$ cat src/design/frsq_pkg.sv
// Shared constants and leading-zero helpers for the reciprocal square root pipeline.
`timescale 1ns / 1ps
package frsq_pkg;

  // Single-precision constants of the estimate and the Newton step.
  localparam logic [31:0] MAGIC_GUESS = 32'h5f3759df;
  localparam logic [31:0] FP_HALF = 32'h3f000000;
  localparam logic [31:0] FP_THREE_HALF = 32'h3fc00000;
  localparam logic [31:0] CANON_NAN = 32'h7fc00000;

  // Pipeline depths of the arithmetic units.
  localparam int MUL_LAT = 4;
  localparam int ADD_LAT = 6;
  localparam int TOTAL_LAT = 4 * MUL_LAT + ADD_LAT;
  localparam int YDL_LEN = 3 * MUL_LAT + ADD_LAT;

  // Leading zeros of a 48-bit product; 48 when the word is zero.
  function automatic logic [5:0] lzc48(input logic [47:0] v);
    logic [5:0] n;
    logic hit;
    n = 6'd48;
    hit = 1'b0;
    for (int i = 47; i >= 0; i--) begin
      if (!hit && v[i]) begin
        n = 6'(47 - i);
        hit = 1'b1;
      end
    end
    return n;
  endfunction

  // Leading zeros of a 27-bit sum; 27 when the word is zero.
  function automatic logic [4:0] lzc27(input logic [26:0] v);
    logic [4:0] n;
    logic hit;
    n = 5'd27;
    hit = 1'b0;
    for (int i = 26; i >= 0; i--) begin
      if (!hit && v[i]) begin
        n = 5'(26 - i);
        hit = 1'b1;
      end
    end
    return n;
  endfunction

endpackage

$ cat src/design/frsq_fmul.sv
// Four-stage single-precision multiplier, round to nearest even, subnormals kept.
`timescale 1ns / 1ps
module frsq_fmul (
  input  logic        clk,
  input  logic        en,
  input  logic [31:0] a_bits,
  input  logic [31:0] b_bits,
  output logic [31:0] p_bits
);
  import frsq_pkg::*;

  // Stage 1: unpack, special operands, mantissa product.
  logic        a_nan, b_nan, a_inf, b_inf, a_zero, b_zero, sgn;
  logic [23:0] ma, mb;
  logic [7:0]  ea, eb;
  logic        spec;
  logic [31:0] spec_bits;

  always_comb begin
    a_nan  = (&a_bits[30:23]) && (|a_bits[22:0]);
    b_nan  = (&b_bits[30:23]) && (|b_bits[22:0]);
    a_inf  = (&a_bits[30:23]) && !(|a_bits[22:0]);
    b_inf  = (&b_bits[30:23]) && !(|b_bits[22:0]);
    a_zero = !(|a_bits[30:0]);
    b_zero = !(|b_bits[30:0]);
    sgn    = a_bits[31] ^ b_bits[31];
    ma     = {|a_bits[30:23], a_bits[22:0]};
    mb     = {|b_bits[30:23], b_bits[22:0]};
    ea     = (|a_bits[30:23]) ? a_bits[30:23] : 8'd1;
    eb     = (|b_bits[30:23]) ? b_bits[30:23] : 8'd1;
    spec   = 1'b1;
    if (a_nan || b_nan || (a_inf && b_zero) || (b_inf && a_zero)) begin
      spec_bits = CANON_NAN;
    end else if (a_inf || b_inf) begin
      spec_bits = {sgn, 8'hff, 23'd0};
    end else if (a_zero || b_zero) begin
      spec_bits = {sgn, 31'd0};
    end else begin
      spec      = 1'b0;
      spec_bits = {sgn, 31'd0};
    end
  end

  logic [47:0]       prod1_r;
  logic signed [9:0] epre1_r;
  logic              sgn1_r, spec1_r;
  logic [31:0]       sbits1_r;

  always_ff @(posedge clk) begin
    if (en) begin
      prod1_r  <= ma * mb;
      epre1_r  <= signed'({2'b00, ea}) + signed'({2'b00, eb}) - 10'sd126;
      sgn1_r   <= sgn;
      spec1_r  <= spec;
      sbits1_r <= spec_bits;
    end
  end

  // Stage 2: leading-zero count of the product.
  logic [47:0]       prod2_r;
  logic signed [9:0] epre2_r;
  logic [5:0]        lz2_r;
  logic              sgn2_r, spec2_r;
  logic [31:0]       sbits2_r;

  always_ff @(posedge clk) begin
    if (en) begin
      prod2_r  <= prod1_r;
      epre2_r  <= epre1_r;
      lz2_r    <= lzc48(prod1_r);
      sgn2_r   <= sgn1_r;
      spec2_r  <= spec1_r;
      sbits2_r <= sbits1_r;
    end
  end

  // Stage 3: normalize, or shift into the subnormal range with sticky.
  logic signed [9:0] e_norm, sh_amt, r_amt;
  logic [47:0]       norm, rmask;
  logic              xst;
  logic [7:0]        efield;
  logic              ovf;

  always_comb begin
    e_norm = epre2_r - signed'({4'b0000, lz2_r});
    sh_amt = epre2_r - 10'sd1;
    r_amt  = 10'sd1 - epre2_r;
    xst    = 1'b0;
    rmask  = 48'd0;
    ovf    = (e_norm >= 10'sd255);
    if (e_norm >= 10'sd1) begin
      norm   = prod2_r << lz2_r;
      efield = e_norm[7:0];
    end else begin
      efield = 8'd0;
      if (sh_amt >= 10'sd0) begin
        norm = prod2_r << sh_amt[5:0];
      end else if (r_amt >= 10'sd48) begin
        norm = 48'd0;
        xst  = |prod2_r;
      end else begin
        rmask = (48'd1 << r_amt[5:0]) - 48'd1;
        norm  = prod2_r >> r_amt[5:0];
        xst   = |(prod2_r & rmask);
      end
    end
  end

  logic [47:0] norm3_r;
  logic [7:0]  ef3_r;
  logic        xst3_r, ovf3_r, sgn3_r, spec3_r;
  logic [31:0] sbits3_r;

  always_ff @(posedge clk) begin
    if (en) begin
      norm3_r  <= norm;
      ef3_r    <= efield;
      xst3_r   <= xst;
      ovf3_r   <= ovf;
      sgn3_r   <= sgn2_r;
      spec3_r  <= spec2_r;
      sbits3_r <= sbits2_r;
    end
  end

  // Stage 4: round to nearest even and pack; the carry may step the exponent.
  logic        inc;
  logic [30:0] mag;
  logic [31:0] res;

  always_comb begin
    inc = norm3_r[23] && ((|norm3_r[22:0]) || xst3_r || norm3_r[24]);
    mag = {ef3_r, norm3_r[46:24]} + {30'd0, inc};
    if (spec3_r) begin
      res = sbits3_r;
    end else if (ovf3_r) begin
      res = {sgn3_r, 8'hff, 23'd0};
    end else begin
      res = {sgn3_r, mag};
    end
  end

  logic [31:0] res4_r;

  always_ff @(posedge clk) begin
    if (en) begin
      res4_r <= res;
    end
  end

  assign p_bits = res4_r;

endmodule

$ cat config.mk
export PLATFORM = sky130hd
export DESIGN_NAME = frsq_fmul
export DESIGN_NICKNAME = d
export VERILOG_FILES = /design/src/design/frsq_pkg.sv /design/src/design/frsq_fmul.sv
export SDC_FILE = /design/constraint.sdc
export NUM_CORES = 2
export LEC_CHECK = 0
export BUFFER_PORTS_ARGS = -buffer_cell sky130_fd_sc_hd__clkbuf_2
export CAP_MARGIN = 30
export CORE_MARGIN = 5
export CORE_UTILIZATION = 35
export CTS_BUF_LIST = sky130_fd_sc_hd__clkbuf_4
export DETAILED_ROUTE_END_ITERATION = 16
export GPL_ROUTABILITY_DRIVEN = 1
export GPL_TIMING_DRIVEN = 0
export HOLD_SLACK_MARGIN = 0.15
export PLACE_DENSITY = 0.51
export RECOVER_POWER = 50
export SLEW_MARGIN = 20
export SYNTH_ARGS = -nofsm -noshare
export SYNTH_HDL_FRONTEND = slang
export SYNTH_SLANG_ARGS = --single-unit
$ cat constraint.sdc
create_clock -name clk -period 6.35 [get_ports clk]
set_input_delay 0.3175 -clock clk [delete_from_list [all_inputs] [get_ports clk]]
set_output_delay 0.3175 -clock clk [all_outputs]
set_load 0.005 [all_outputs]
==> results_dict.tcl <==
set metrics [dict create \
    holdCritStartpoint "a_bits[29]" \
    cts-root-buf "clkbuf_4" \
    drv_cap 3 \
    max_stage_delay_ns 0.63 \
    endpoint_kind "register" \
    cts_tree "done" \
    grt_pass1_wl_mm 236.2 \
    numClockSinks 226 \
    clkLatencyLatePin_ns 0.83 \
    fp.dieW_um 339.4 \
    r2r-start "epre2_r[0]" \
    path_cells "clkbuf_2 -> clkbuf_8 -> and2_1 -> fa_1 -> fa_1 -> fa_1 -> fa_1 -> fa_1 -> inv_1 -> fa_1 -> inv_1 -> fa_2 -> ha_4 -> a2111oi_4 -> a211oi_4 -> o31ai_4 -> a21o_1 -> a31oi_4 -> a21oi_4 -> nor4_1 -> a311o_1" \
    whs_ns 0.1842 \
    syn_area_um2 37970 \
    mostFrequentLayoutCells "nand2_1, inv_1, fa_1" \
    rows 120 \
    port_buffers 93 \
    synth_warnings 0 \
    ys_seq_elements 226 \
    finalWirelength_mm 162.0 \
    cp_max_fo 10 \
    status "finished, violations left" \
    antenna_found_initial 11 \
    syn_to_final_growth_pct 12.42 \
    fin_crit_ns 6.269 \
    worst-path-buf-inv 4 \
    clock_path_buffers 3 \
    die_h_um 339.4 \
    syn_area_per_cell_um2 8.880 \
    clk_pin_slew_ns 0.07 \
    dieArea_um2 115200 \
    cpLargestDelayFamily "adder cells" \
    initial_core_util_pct 35.37 \
    via_count 33770 \
    via_per_inst 5.691 \
    finalNetCount 5226 \
    drtIter0Drc 3501 \
    cts_made_buffers 58 \
    crit_top_cell "fa_1" \
    synth_cells 4276 \
    grt_max_degree 98 \
    htreeDepth 2 \
    crit_path_start "a_bits[18]" \
    fillers 11000 \
    synth_edf_count 226 \
    rsz0062_at_grt "true" \
    finalSetupViolations 0 \
    failed_checks "capacitance limit, slew limit" \
    async_flop_share_pct 0 \
    pin_count 98 \
    relSlewSlack_pct -84.19 \
    multiInputGateArea_um2 28310 \
    cp.required_ns 6.92 \
    hpwl_mm 130.4 \
    drive_above_1_share_pct 12.28 \
    worst_pin_slew_ns 2.763 \
    critPathArrivalTime_ns 6.84 \
    grt_pass1_vias 34440 \
    gr-total-overflow 0 \
    place_congestion 1.002 \
    core_area_um2 107400 \
    synthFlopType "edfxtp_1" \
    final-seq-area_um2 6787 \
    fin_worst_skew_ns 0.06168 \
    fmax_mhz 159.5 \
    critPathLaunchType "input port" \
    hold_class "in -> reg" \
    wire_per_inst_um 27.31 \
    antenna_left 0 \
    drc 0 \
    critical_path_class "in -> reg" \
    synth-seq-area-share_pct 17.87 \
    grt_usage_pct 27.50 \
    drtPass1Iterations 6 \
    final_common_cell "nand2_1" \
    synth.distinct_cells 87 \
    period_share_pct 98.73 \
    maxSlewViolCount 231 \
    finalHoldViolCount 0 \
    syn_nets 5030 \
    crit_slowest_cell "fa_2" \
]
-- area by class of cell --
class                   count  share of cell area, %
diodes                     11                0.06448
plain buffers             322                  4.616
clock buffers              82                  1.442
clock inverters            25                 0.5188
inverters                 543                  4.783
multi-input cells        3183                  66.32
flip-flops and latches    226                  15.90
well taps                1403                  4.112
repair buffers            138                  2.248
-- state kept, by name, summed over array words and instances (netlist names), 6 cells and up --
| name | count |
|---|---|
| lz2_r | 6 |
| p_bits | 32 |
| epre1_r | 10 |
| prod2_r | 48 |
| ef3_r | 8 |
| norm3_r | 47 |
| prod1_r | 48 |
| epre2_r | 10 |
-- worst register-to-register path, delay by kind of cell, from the launching register on --
kind	cells	cell delay (ns)
fa+ha+maj	1	0.34
mux	1	0.22
compound gates	6	1.92
buf+inv	8	2.85
flops	1	0.48
simple gates	1	0.13
-- Yosys cell counts, drive strengths merged (8+ instances only) --
cell | count | area [µm²]
clkbuf | 269 | 1011
fa | 484 | 9689
nand4 | 23 | 150.1
mux2i | 113 | 1131
a21oi | 200 | 1001
or3 | 14 | 92.59
and4 | 9 | 78.83
nor3 | 42 | 232.7
nor2b | 21 | 131.4
o211ai | 34 | 255.2
o21a | 18 | 135.1
nand2 | 716 | 2688
mux4 | 99 | 2230
a22oi | 10 | 75.07
ha | 204 | 2552
nor2 | 227 | 854.6
mux2 | 19 | 214.0
nand2b | 11 | 68.82
and2 | 228 | 1426
a22o | 8 | 70.07
a21o | 33 | 247.7
edfxtp | 226 | 6787
o221ai | 8 | 70.07
o21bai | 10 | 75.07
o22ai | 41 | 256.5
nor4 | 54 | 359.1
and3 | 18 | 112.6
nand3 | 65 | 335.3
xnor2 | 65 | 569.3
or2 | 13 | 81.33
a211oi | 39 | 292.8
o21ai | 167 | 839.6
inv | 542 | 2034
a221oi | 9 | 78.83
buf | 55 | 239.0
o31ai | 22 | 165.2
xor2 | 34 | 297.8
a31oi | 33 | 206.5
-- what timing repair did --
item / CTS / global route
pin swaps: 5 / 37
setup buffers: 6 / 23
endpoints found under the hold margin: 49 / 0
gates resized for setup: 137 / 276
hold buffers: 10 / 0
endpoints found under the setup margin: 26 / 15
-- stage by stage --
step | setup slack [ns] | instances | TNS [ns] | utilization, % | cell area (µm²)
after floorplan | -0.01345 | 4276 | -0.01345 | - | 38190
after global placement | -1.849 | 5772 | -41.74 | 37.64 | 40410
after detailed placement | -1.887 | 5778 | -42.91 | 37.73 | 40500
after CTS | -0.01284 | 5900 | -0.01284 | 39.04 | 41910
after global routing | -0.05731 | 5925 | -0.1658 | 39.75 | 42670
final | 0.08084 | 5933 | 0 | 39.77 | 42690
-- worst paths after layout --
check | end | slack, ns | depth (start not counted)
setup / recovery | prod1_r[42] | 0.08 | 21
hold / removal | epre1_r[6] | 0.18 | 5
hold reg to reg | sbits2_r[31] | 0.41 | 0
setup reg to reg | norm3_r[46] | 0.23 | 17
-- routing by layer --
metal / track usage, % / wire length (µm) / up-vias
met3: 4.060 / 12420 / 450
met5: 0 / 12 / -
li1: - / - / 14770
met2: 45.87 / 76010 / 1748
met1: 34.71 / 63150 / 16800
met4: 14.37 / 10450 / 2
-- cell families after synthesis --
| kind of cell | Yosys count | synth area share, % |
|---|---|---|
| flops | 226 | 17.87 |
| xor+xnor | 99 | 2.283 |
| compound gates | 704 | 11.68 |
| mux | 231 | 9.414 |
| simple gates | 1461 | 17.85 |
| buf+inv | 867 | 8.659 |
| fa+ha+maj | 688 | 32.24 |
Power is left out: the tool's default activity adds up to more than one toggle a clock period on the data nets, which glitch-free logic cannot reach.
