`config.mk`:
```
export PLATFORM = sky130hd
export DESIGN_NAME = frsq_fadd
export DESIGN_NICKNAME = d
export VERILOG_FILES = /design/src/design/frsq_pkg.sv /design/src/design/frsq_fadd.sv
export SDC_FILE = /design/constraint.sdc
export NUM_CORES = 1
export LEC_CHECK = 0
export BUFFER_PORTS_ARGS = -buffer_cell sky130_fd_sc_hd__buf_2
export CAP_MARGIN = 20
export CORE_MARGIN = 2
export CORE_UTILIZATION = 56
export CTS_CLUSTER_SIZE = 8
export DETAILED_ROUTE_END_ITERATION = 10
export PLACE_DENSITY = 0.83
export REMOVE_ABC_BUFFERS = 1
export SETUP_SLACK_MARGIN = 0.4
export SKIP_CTS_REPAIR_TIMING = 1
export SYNTH_ARGS = -nofsm -noshare
export SYNTH_HDL_FRONTEND = slang
export SYNTH_SLANG_ARGS = --single-unit
export TNS_END_PERCENT = 5
```
`constraint.sdc`:
```
create_clock -name clk -period 4.8 [get_ports clk]
set_input_delay 0.96 -clock clk [delete_from_list [all_inputs] [get_ports clk]]
set_output_delay 0.96 -clock clk [all_outputs]
set_load 0.01 [all_outputs]
```
`src/design/frsq_pkg.sv`:
```
// Shared constants and leading-zero helpers for the reciprocal square root pipeline.
`timescale 1ns / 1ps
package frsq_pkg;

  // Single-precision constants of the estimate and the Newton step.
  localparam logic [31:0] MAGIC_GUESS = 32'h5f3759df;
  localparam logic [31:0] FP_HALF = 32'h3f000000;
  localparam logic [31:0] FP_THREE_HALF = 32'h3fc00000;
  localparam logic [31:0] CANON_NAN = 32'h7fc00000;

  // Pipeline depths of the arithmetic units.
  localparam int MUL_LAT = 4;
  localparam int ADD_LAT = 6;
  localparam int TOTAL_LAT = 4 * MUL_LAT + ADD_LAT;
  localparam int YDL_LEN = 3 * MUL_LAT + ADD_LAT;

  // Leading zeros of a 48-bit product; 48 when the word is zero.
  function automatic logic [5:0] lzc48(input logic [47:0] v);
    logic [5:0] n;
    logic hit;
    n = 6'd48;
    hit = 1'b0;
    for (int i = 47; i >= 0; i--) begin
      if (!hit && v[i]) begin
        n = 6'(47 - i);
        hit = 1'b1;
      end
    end
    return n;
  endfunction

  // Leading zeros of a 27-bit sum; 27 when the word is zero.
  function automatic logic [4:0] lzc27(input logic [26:0] v);
    logic [4:0] n;
    logic hit;
    n = 5'd27;
    hit = 1'b0;
    for (int i = 26; i >= 0; i--) begin
      if (!hit && v[i]) begin
        n = 5'(26 - i);
        hit = 1'b1;
      end
    end
    return n;
  endfunction

endpackage

```
`src/design/frsq_fadd.sv`:
```
// Six-stage single-precision adder, round to nearest even, subnormals kept.
`timescale 1ns / 1ps
module frsq_fadd (
  input  logic        clk,
  input  logic        en,
  input  logic [31:0] a_bits,
  input  logic [31:0] b_bits,
  output logic [31:0] s_bits
);
  import frsq_pkg::*;

  // Stage 1: unpack, special operands, order by magnitude.
  logic        a_nan, b_nan, a_inf, b_inf, a_big;
  logic [31:0] big, sml;
  logic        spec;
  logic [31:0] spec_bits;
  logic [7:0]  ebig, esml;

  always_comb begin
    a_nan = (&a_bits[30:23]) && (|a_bits[22:0]);
    b_nan = (&b_bits[30:23]) && (|b_bits[22:0]);
    a_inf = (&a_bits[30:23]) && !(|a_bits[22:0]);
    b_inf = (&b_bits[30:23]) && !(|b_bits[22:0]);
    a_big = (a_bits[30:0] >= b_bits[30:0]);
    big   = a_big ? a_bits : b_bits;
    sml   = a_big ? b_bits : a_bits;
    ebig  = (|big[30:23]) ? big[30:23] : 8'd1;
    esml  = (|sml[30:23]) ? sml[30:23] : 8'd1;
    spec  = 1'b1;
    if (a_nan || b_nan || (a_inf && b_inf && (a_bits[31] != b_bits[31]))) begin
      spec_bits = CANON_NAN;
    end else if (a_inf) begin
      spec_bits = a_bits;
    end else if (b_inf) begin
      spec_bits = b_bits;
    end else begin
      spec      = 1'b0;
      spec_bits = CANON_NAN;
    end
  end

  logic        sb1_r, ss1_r, spec1_r;
  logic [7:0]  eb1_r, d1_r;
  logic [23:0] mb1_r, ms1_r;
  logic [31:0] sbits1_r;

  always_ff @(posedge clk) begin
    if (en) begin
      sb1_r    <= big[31];
      ss1_r    <= sml[31];
      eb1_r    <= ebig;
      d1_r     <= ebig - esml;
      mb1_r    <= {|big[30:23], big[22:0]};
      ms1_r    <= {|sml[30:23], sml[22:0]};
      spec1_r  <= spec;
      sbits1_r <= spec_bits;
    end
  end

  // Stage 2: align the smaller operand, folding lost bits into sticky.
  logic [26:0] full, amask, ms_al;

  always_comb begin
    full  = {ms1_r, 3'b000};
    amask = 27'd0;
    if (d1_r >= 8'd27) begin
      ms_al = {26'd0, |ms1_r};
    end else begin
      amask = (27'd1 << d1_r[4:0]) - 27'd1;
      ms_al = (full >> d1_r[4:0]) | {26'd0, |(full & amask)};
    end
  end

  logic        sb2_r, sub2_r, zs2_r, spec2_r;
  logic [7:0]  eb2_r;
  logic [26:0] mb2_r, ms2_r;
  logic [31:0] sbits2_r;

  always_ff @(posedge clk) begin
    if (en) begin
      sb2_r    <= sb1_r;
      sub2_r   <= sb1_r ^ ss1_r;
      zs2_r    <= sb1_r & ss1_r;
      eb2_r    <= eb1_r;
      mb2_r    <= {mb1_r, 3'b000};
      ms2_r    <= ms_al;
      spec2_r  <= spec1_r;
      sbits2_r <= sbits1_r;
    end
  end

  // Stage 3: add or subtract magnitudes.
  logic [27:0] sum3_r;
  logic        sb3_r, zs3_r, spec3_r;
  logic [7:0]  eb3_r;
  logic [31:0] sbits3_r;

  always_ff @(posedge clk) begin
    if (en) begin
      sum3_r   <= sub2_r ? ({1'b0, mb2_r} - {1'b0, ms2_r})
                         : ({1'b0, mb2_r} + {1'b0, ms2_r});
      sb3_r    <= sb2_r;
      zs3_r    <= zs2_r;
      eb3_r    <= eb2_r;
      spec3_r  <= spec2_r;
      sbits3_r <= sbits2_r;
    end
  end

  // Stage 4: pick the normalizing shift, limited at the subnormal boundary.
  logic [4:0] lz, lsh;
  logic [8:0] e_new;

  always_comb begin
    lz = lzc27(sum3_r[26:0]);
    if (sum3_r[27]) begin
      lsh   = 5'd0;
      e_new = {1'b0, eb3_r} + 9'd1;
    end else begin
      lsh   = ({3'b000, lz} < eb3_r) ? lz : 5'(eb3_r - 8'd1);
      e_new = {1'b0, eb3_r} - {4'd0, lsh};
    end
  end

  logic [27:0] sum4_r;
  logic [4:0]  lsh4_r;
  logic [8:0]  e4_r;
  logic        sb4_r, zs4_r, spec4_r;
  logic [31:0] sbits4_r;

  always_ff @(posedge clk) begin
    if (en) begin
      sum4_r   <= sum3_r;
      lsh4_r   <= lsh;
      e4_r     <= e_new;
      sb4_r    <= sb3_r;
      zs4_r    <= zs3_r;
      spec4_r  <= spec3_r;
      sbits4_r <= sbits3_r;
    end
  end

  // Stage 5: apply the shift.
  logic [26:0] sn;

  always_comb begin
    if (sum4_r[27]) begin
      sn = {sum4_r[27:2], sum4_r[1] | sum4_r[0]};
    end else begin
      sn = sum4_r[26:0] << lsh4_r;
    end
  end

  logic [26:0] sn5_r;
  logic [8:0]  ef5_r;
  logic        zero5_r, sb5_r, zs5_r, spec5_r;
  logic [31:0] sbits5_r;

  always_ff @(posedge clk) begin
    if (en) begin
      sn5_r    <= sn;
      ef5_r    <= sn[26] ? e4_r : 9'd0;
      zero5_r  <= !(|sum4_r);
      sb5_r    <= sb4_r;
      zs5_r    <= zs4_r;
      spec5_r  <= spec4_r;
      sbits5_r <= sbits4_r;
    end
  end

  // Stage 6: round to nearest even and pack.
  logic        inc;
  logic [30:0] mag;
  logic [31:0] res;

  always_comb begin
    inc = sn5_r[2] && ((|sn5_r[1:0]) || sn5_r[3]);
    mag = {ef5_r[7:0], sn5_r[25:3]} + {30'd0, inc};
    if (spec5_r) begin
      res = sbits5_r;
    end else if (zero5_r) begin
      res = {zs5_r, 31'd0};
    end else if (ef5_r >= 9'd255) begin
      res = {sb5_r, 8'hff, 23'd0};
    end else begin
      res = {sb5_r, mag};
    end
  end

  logic [31:0] res6_r;

  always_ff @(posedge clk) begin
    if (en) begin
      res6_r <= res;
    end
  end

  assign s_bits = res6_r;

endmodule

```
==> impl_metrics.ini <==
[outcome]
outcome = finished with violations
violations = setup timing

[cts]
cts_max_path_buffers = 3
clk_latency_ns = 0.59
clkSlewWorstSetupHoldPaths_ns = 0.05
cts_tree = yes
cts_root_buf = clkbuf_16
htree_levels = 3
cts_buffers = 66
clock_sinks = 445

[worst_setup_path]
r2r-end = e4_r[8]$_DFFE_PP_
critPathRequiredTime_ns = 5.12
crit_fanout = 6
arrival_ns = 5.17
setup.worst_path.start = sum3_r[17]$_DFFE_PP_
r2r_slack_ns = -0.05
r2r-start = sum3_r[17]$_DFFE_PP_
cp_common_cell = a21oi_2
crit_type = reg -> reg
endpoint_kind = register
rr_worst_depth = 27
max_stage_delay_ns = 0.45
cpMaxStageDelayCell = edfxtp_1
critPathLaunchType = register

[detailed_routing]
viasPerCell = 5.94
drc = 0
wl_per_cell_um = 19.2
totalWireLength_um = 49400
drtIter0Drc = 1300
dr.pass1.iters = 6
route.vias.total = 15300
drt.antenna.violating_nets = 0

[yosys]
synth_edf_count = 445
synth-seq-area-share = 0.585
ys_warn_count = 0
synth-main-ff-cell = edfxtp_1
synthSimpleGateAreaFrac = 0.102
synth_compound_gate_area_share = 0.110
syn-cell-area_mm2 = 0.0229
ys_seq_elements = 445
synth-adder-area-share = 0.0596
synth_top_family_by_area = compound AO/OA/AOI/OAI gates
yosysUniqueCellTypes = 85
synthMuxAreaShare = 0.0808
syn_avg_cell_area_um2 = 12.4
async_reset_ff_frac = 0
synthCells = 1842
synth_xor_area_frac = 0.0276

[global_route]
grt_pass1_wl_um = 77400
grt_overflow = 0
grtUsageTotal = 0.236
grt_antenna_before_repair = 0
grt_pass1_vias = 14900
grt_max_degree = 114

[floorplanning]
dieArea_mm2 = 0.0424
coreArea_mm2 = 0.0406
die_height_um = 206
initial_utilization = 0.563
rows = 74
dieWidth_um = 206
ioPinCount = 98

[place]
gp_congestion = 0.954
dpl.cell_count = 2477
portBuffers = 97
dp_hpwl_um = 34700
place_area_mm2 = 0.0242

[layout]
stdcell_count = 2569
drive_gt1_frac = 0.184
nNetsFinal = 2199
final_common_cell = edfxtp_1
final_area_mm2 = 0.0263
insertedDiodeCount = 0
area_growth_pct = 15.2
final_cell_mix = edfxtp_1 (445), nor2_1 (132), nand2_1 (124)

[sta]
worstMarginPinSlew_ns = 1.00
period_needed_ns = 4.85
skew_ns = 0.0257
hold_violations = 0
fmax_mhz = 206
slew_headroom = 0.327
fin_crit_sh = 1.01
rsz0062_at_grt = true
setup_viol = 1
finalHoldWorstSlack_ns = 0.403
setup_slack_ns = -0.0518
drv_slew = 0

[pwr]
leakagePower_nw = 10.0
ir_drop_mv = 0.258
power.density_mw_per_mm2 = 439

[min_path]
min_path_type = reg -> reg
min_path_cells = 0
worstHoldEndpoint = sbits5_r[31]$_DFFE_PP_
min_from = sbits4_r[31]$_DFFE_PP_

[flow_run]
maxCapViolations = 0
Yosys cell counts (all sizes together), types with 28 or more instances:
library cell  count  area share
nor3             30      0.0073
nor4             28      0.0083
edfxtp          445        0.58
mux2i            63       0.028
a21oi           110       0.024
nor2b            35      0.0096
nand2           125       0.021
a211oi           45       0.015
mux2             72       0.035
nor2            136       0.022
ha              104       0.057
o21ai           104       0.023
clkbuf           58       0.011
xor2             35       0.013
xnor2            37       0.014
inv             115       0.019
layer usage:
layer	wire, um	global-route usage	part of all wire	vias to the layer above
met1	19500	0.282	0.40	7289
li1	-	-	-	7242
met5	0	0	0	-
met2	24600	0.406	0.50	559
met3	2520	0.0402	0.051	161
met4	2760	0.130	0.056	0
registers in the layout, indices dropped and copies added, names as in the netlist, 26 cells and up:
register / count
sbits3_r: 32
ms2_r: 27
sum3_r: 28
sbits4_r: 32
sbits5_r: 32
sn5_r: 26
s_bits: 32
sum4_r: 28
sbits2_r: 32
sbits1_r: 32
critical path: cells and delay by family (launching register included):
family          cells  cell delay [ns]
compound gates     15             2.25
simple gates        5             0.68
fa+ha+maj           2             0.62
flops               1             0.45
buf+inv             3             0.37
xor+xnor            2             0.24
final cells by class:
cell class	count	area [um^2]
inverter	115	432
fill	2903	14200
sequential	445	13400
timing repair buffer	165	1070
clock inverter	8	149
multi-input combinational	1233	8960
tap	532	666
clock buffer	71	1690
kinds of logic after synthesis:
kind of cell / Yosys count
simple gates: 477
compound gates: 394
other cells: 2
fa+ha+maj: 107
xor+xnor: 72
flops: 445
buf+inv: 192
mux: 153
worst max-delay path by stage:
stage | endpoint | slack [ns] | depth (start not counted)
5_1_grt | e4_r[8]$_DFFE_PP_ | -0.24 | 27
4_1_cts | e4_r[8]$_DFFE_PP_ | -0.42 | 25
3_3_place_gp | e4_r[8]$_DFFE_PP_ | -0.02 | 24
6_report | e4_r[8]$_DFFE_PP_ | -0.05 | 27
3_5_place_dp | e4_r[8]$_DFFE_PP_ | -0.38 | 25
2_1_floorplan | d1_r[7]$_DFFE_PP_ | -4.86 | 19
through the flow:
step / setup WS [ns] / utilization / setup TNS, ns / power, W
2_1_floorplan: -4.86 / - / -227.95 / 0.00656
3_3_place_gp: -0.0202 / 0.597 / -0.0202 / 0.00733
3_5_place_dp: -0.375 / 0.597 / -1.29 / 0.00739
4_1_cts: -0.424 / 0.642 / -1.56 / 0.0115
5_1_grt: -0.241 / 0.649 / -0.794 / 0.0120
6_report: -0.0518 / 0.649 / -0.0518 / 0.0115
power breakdown:
| part | total, W | leakage (nW) | switching, W | internal [W] |
|---|---|---|---|---|
| sequential | 0.00516 | 4.40 | 0.000332 | 0.00483 |
| clock | 0.00408 | 0.897 | 0.00153 | 0.00254 |
| combinational | 0.00231 | 4.75 | 0.00131 | 0.000996 |
| total | 0.0115 | 10.0 | 0.00318 | 0.00837 |
Power figures use the tool's default switching activity.
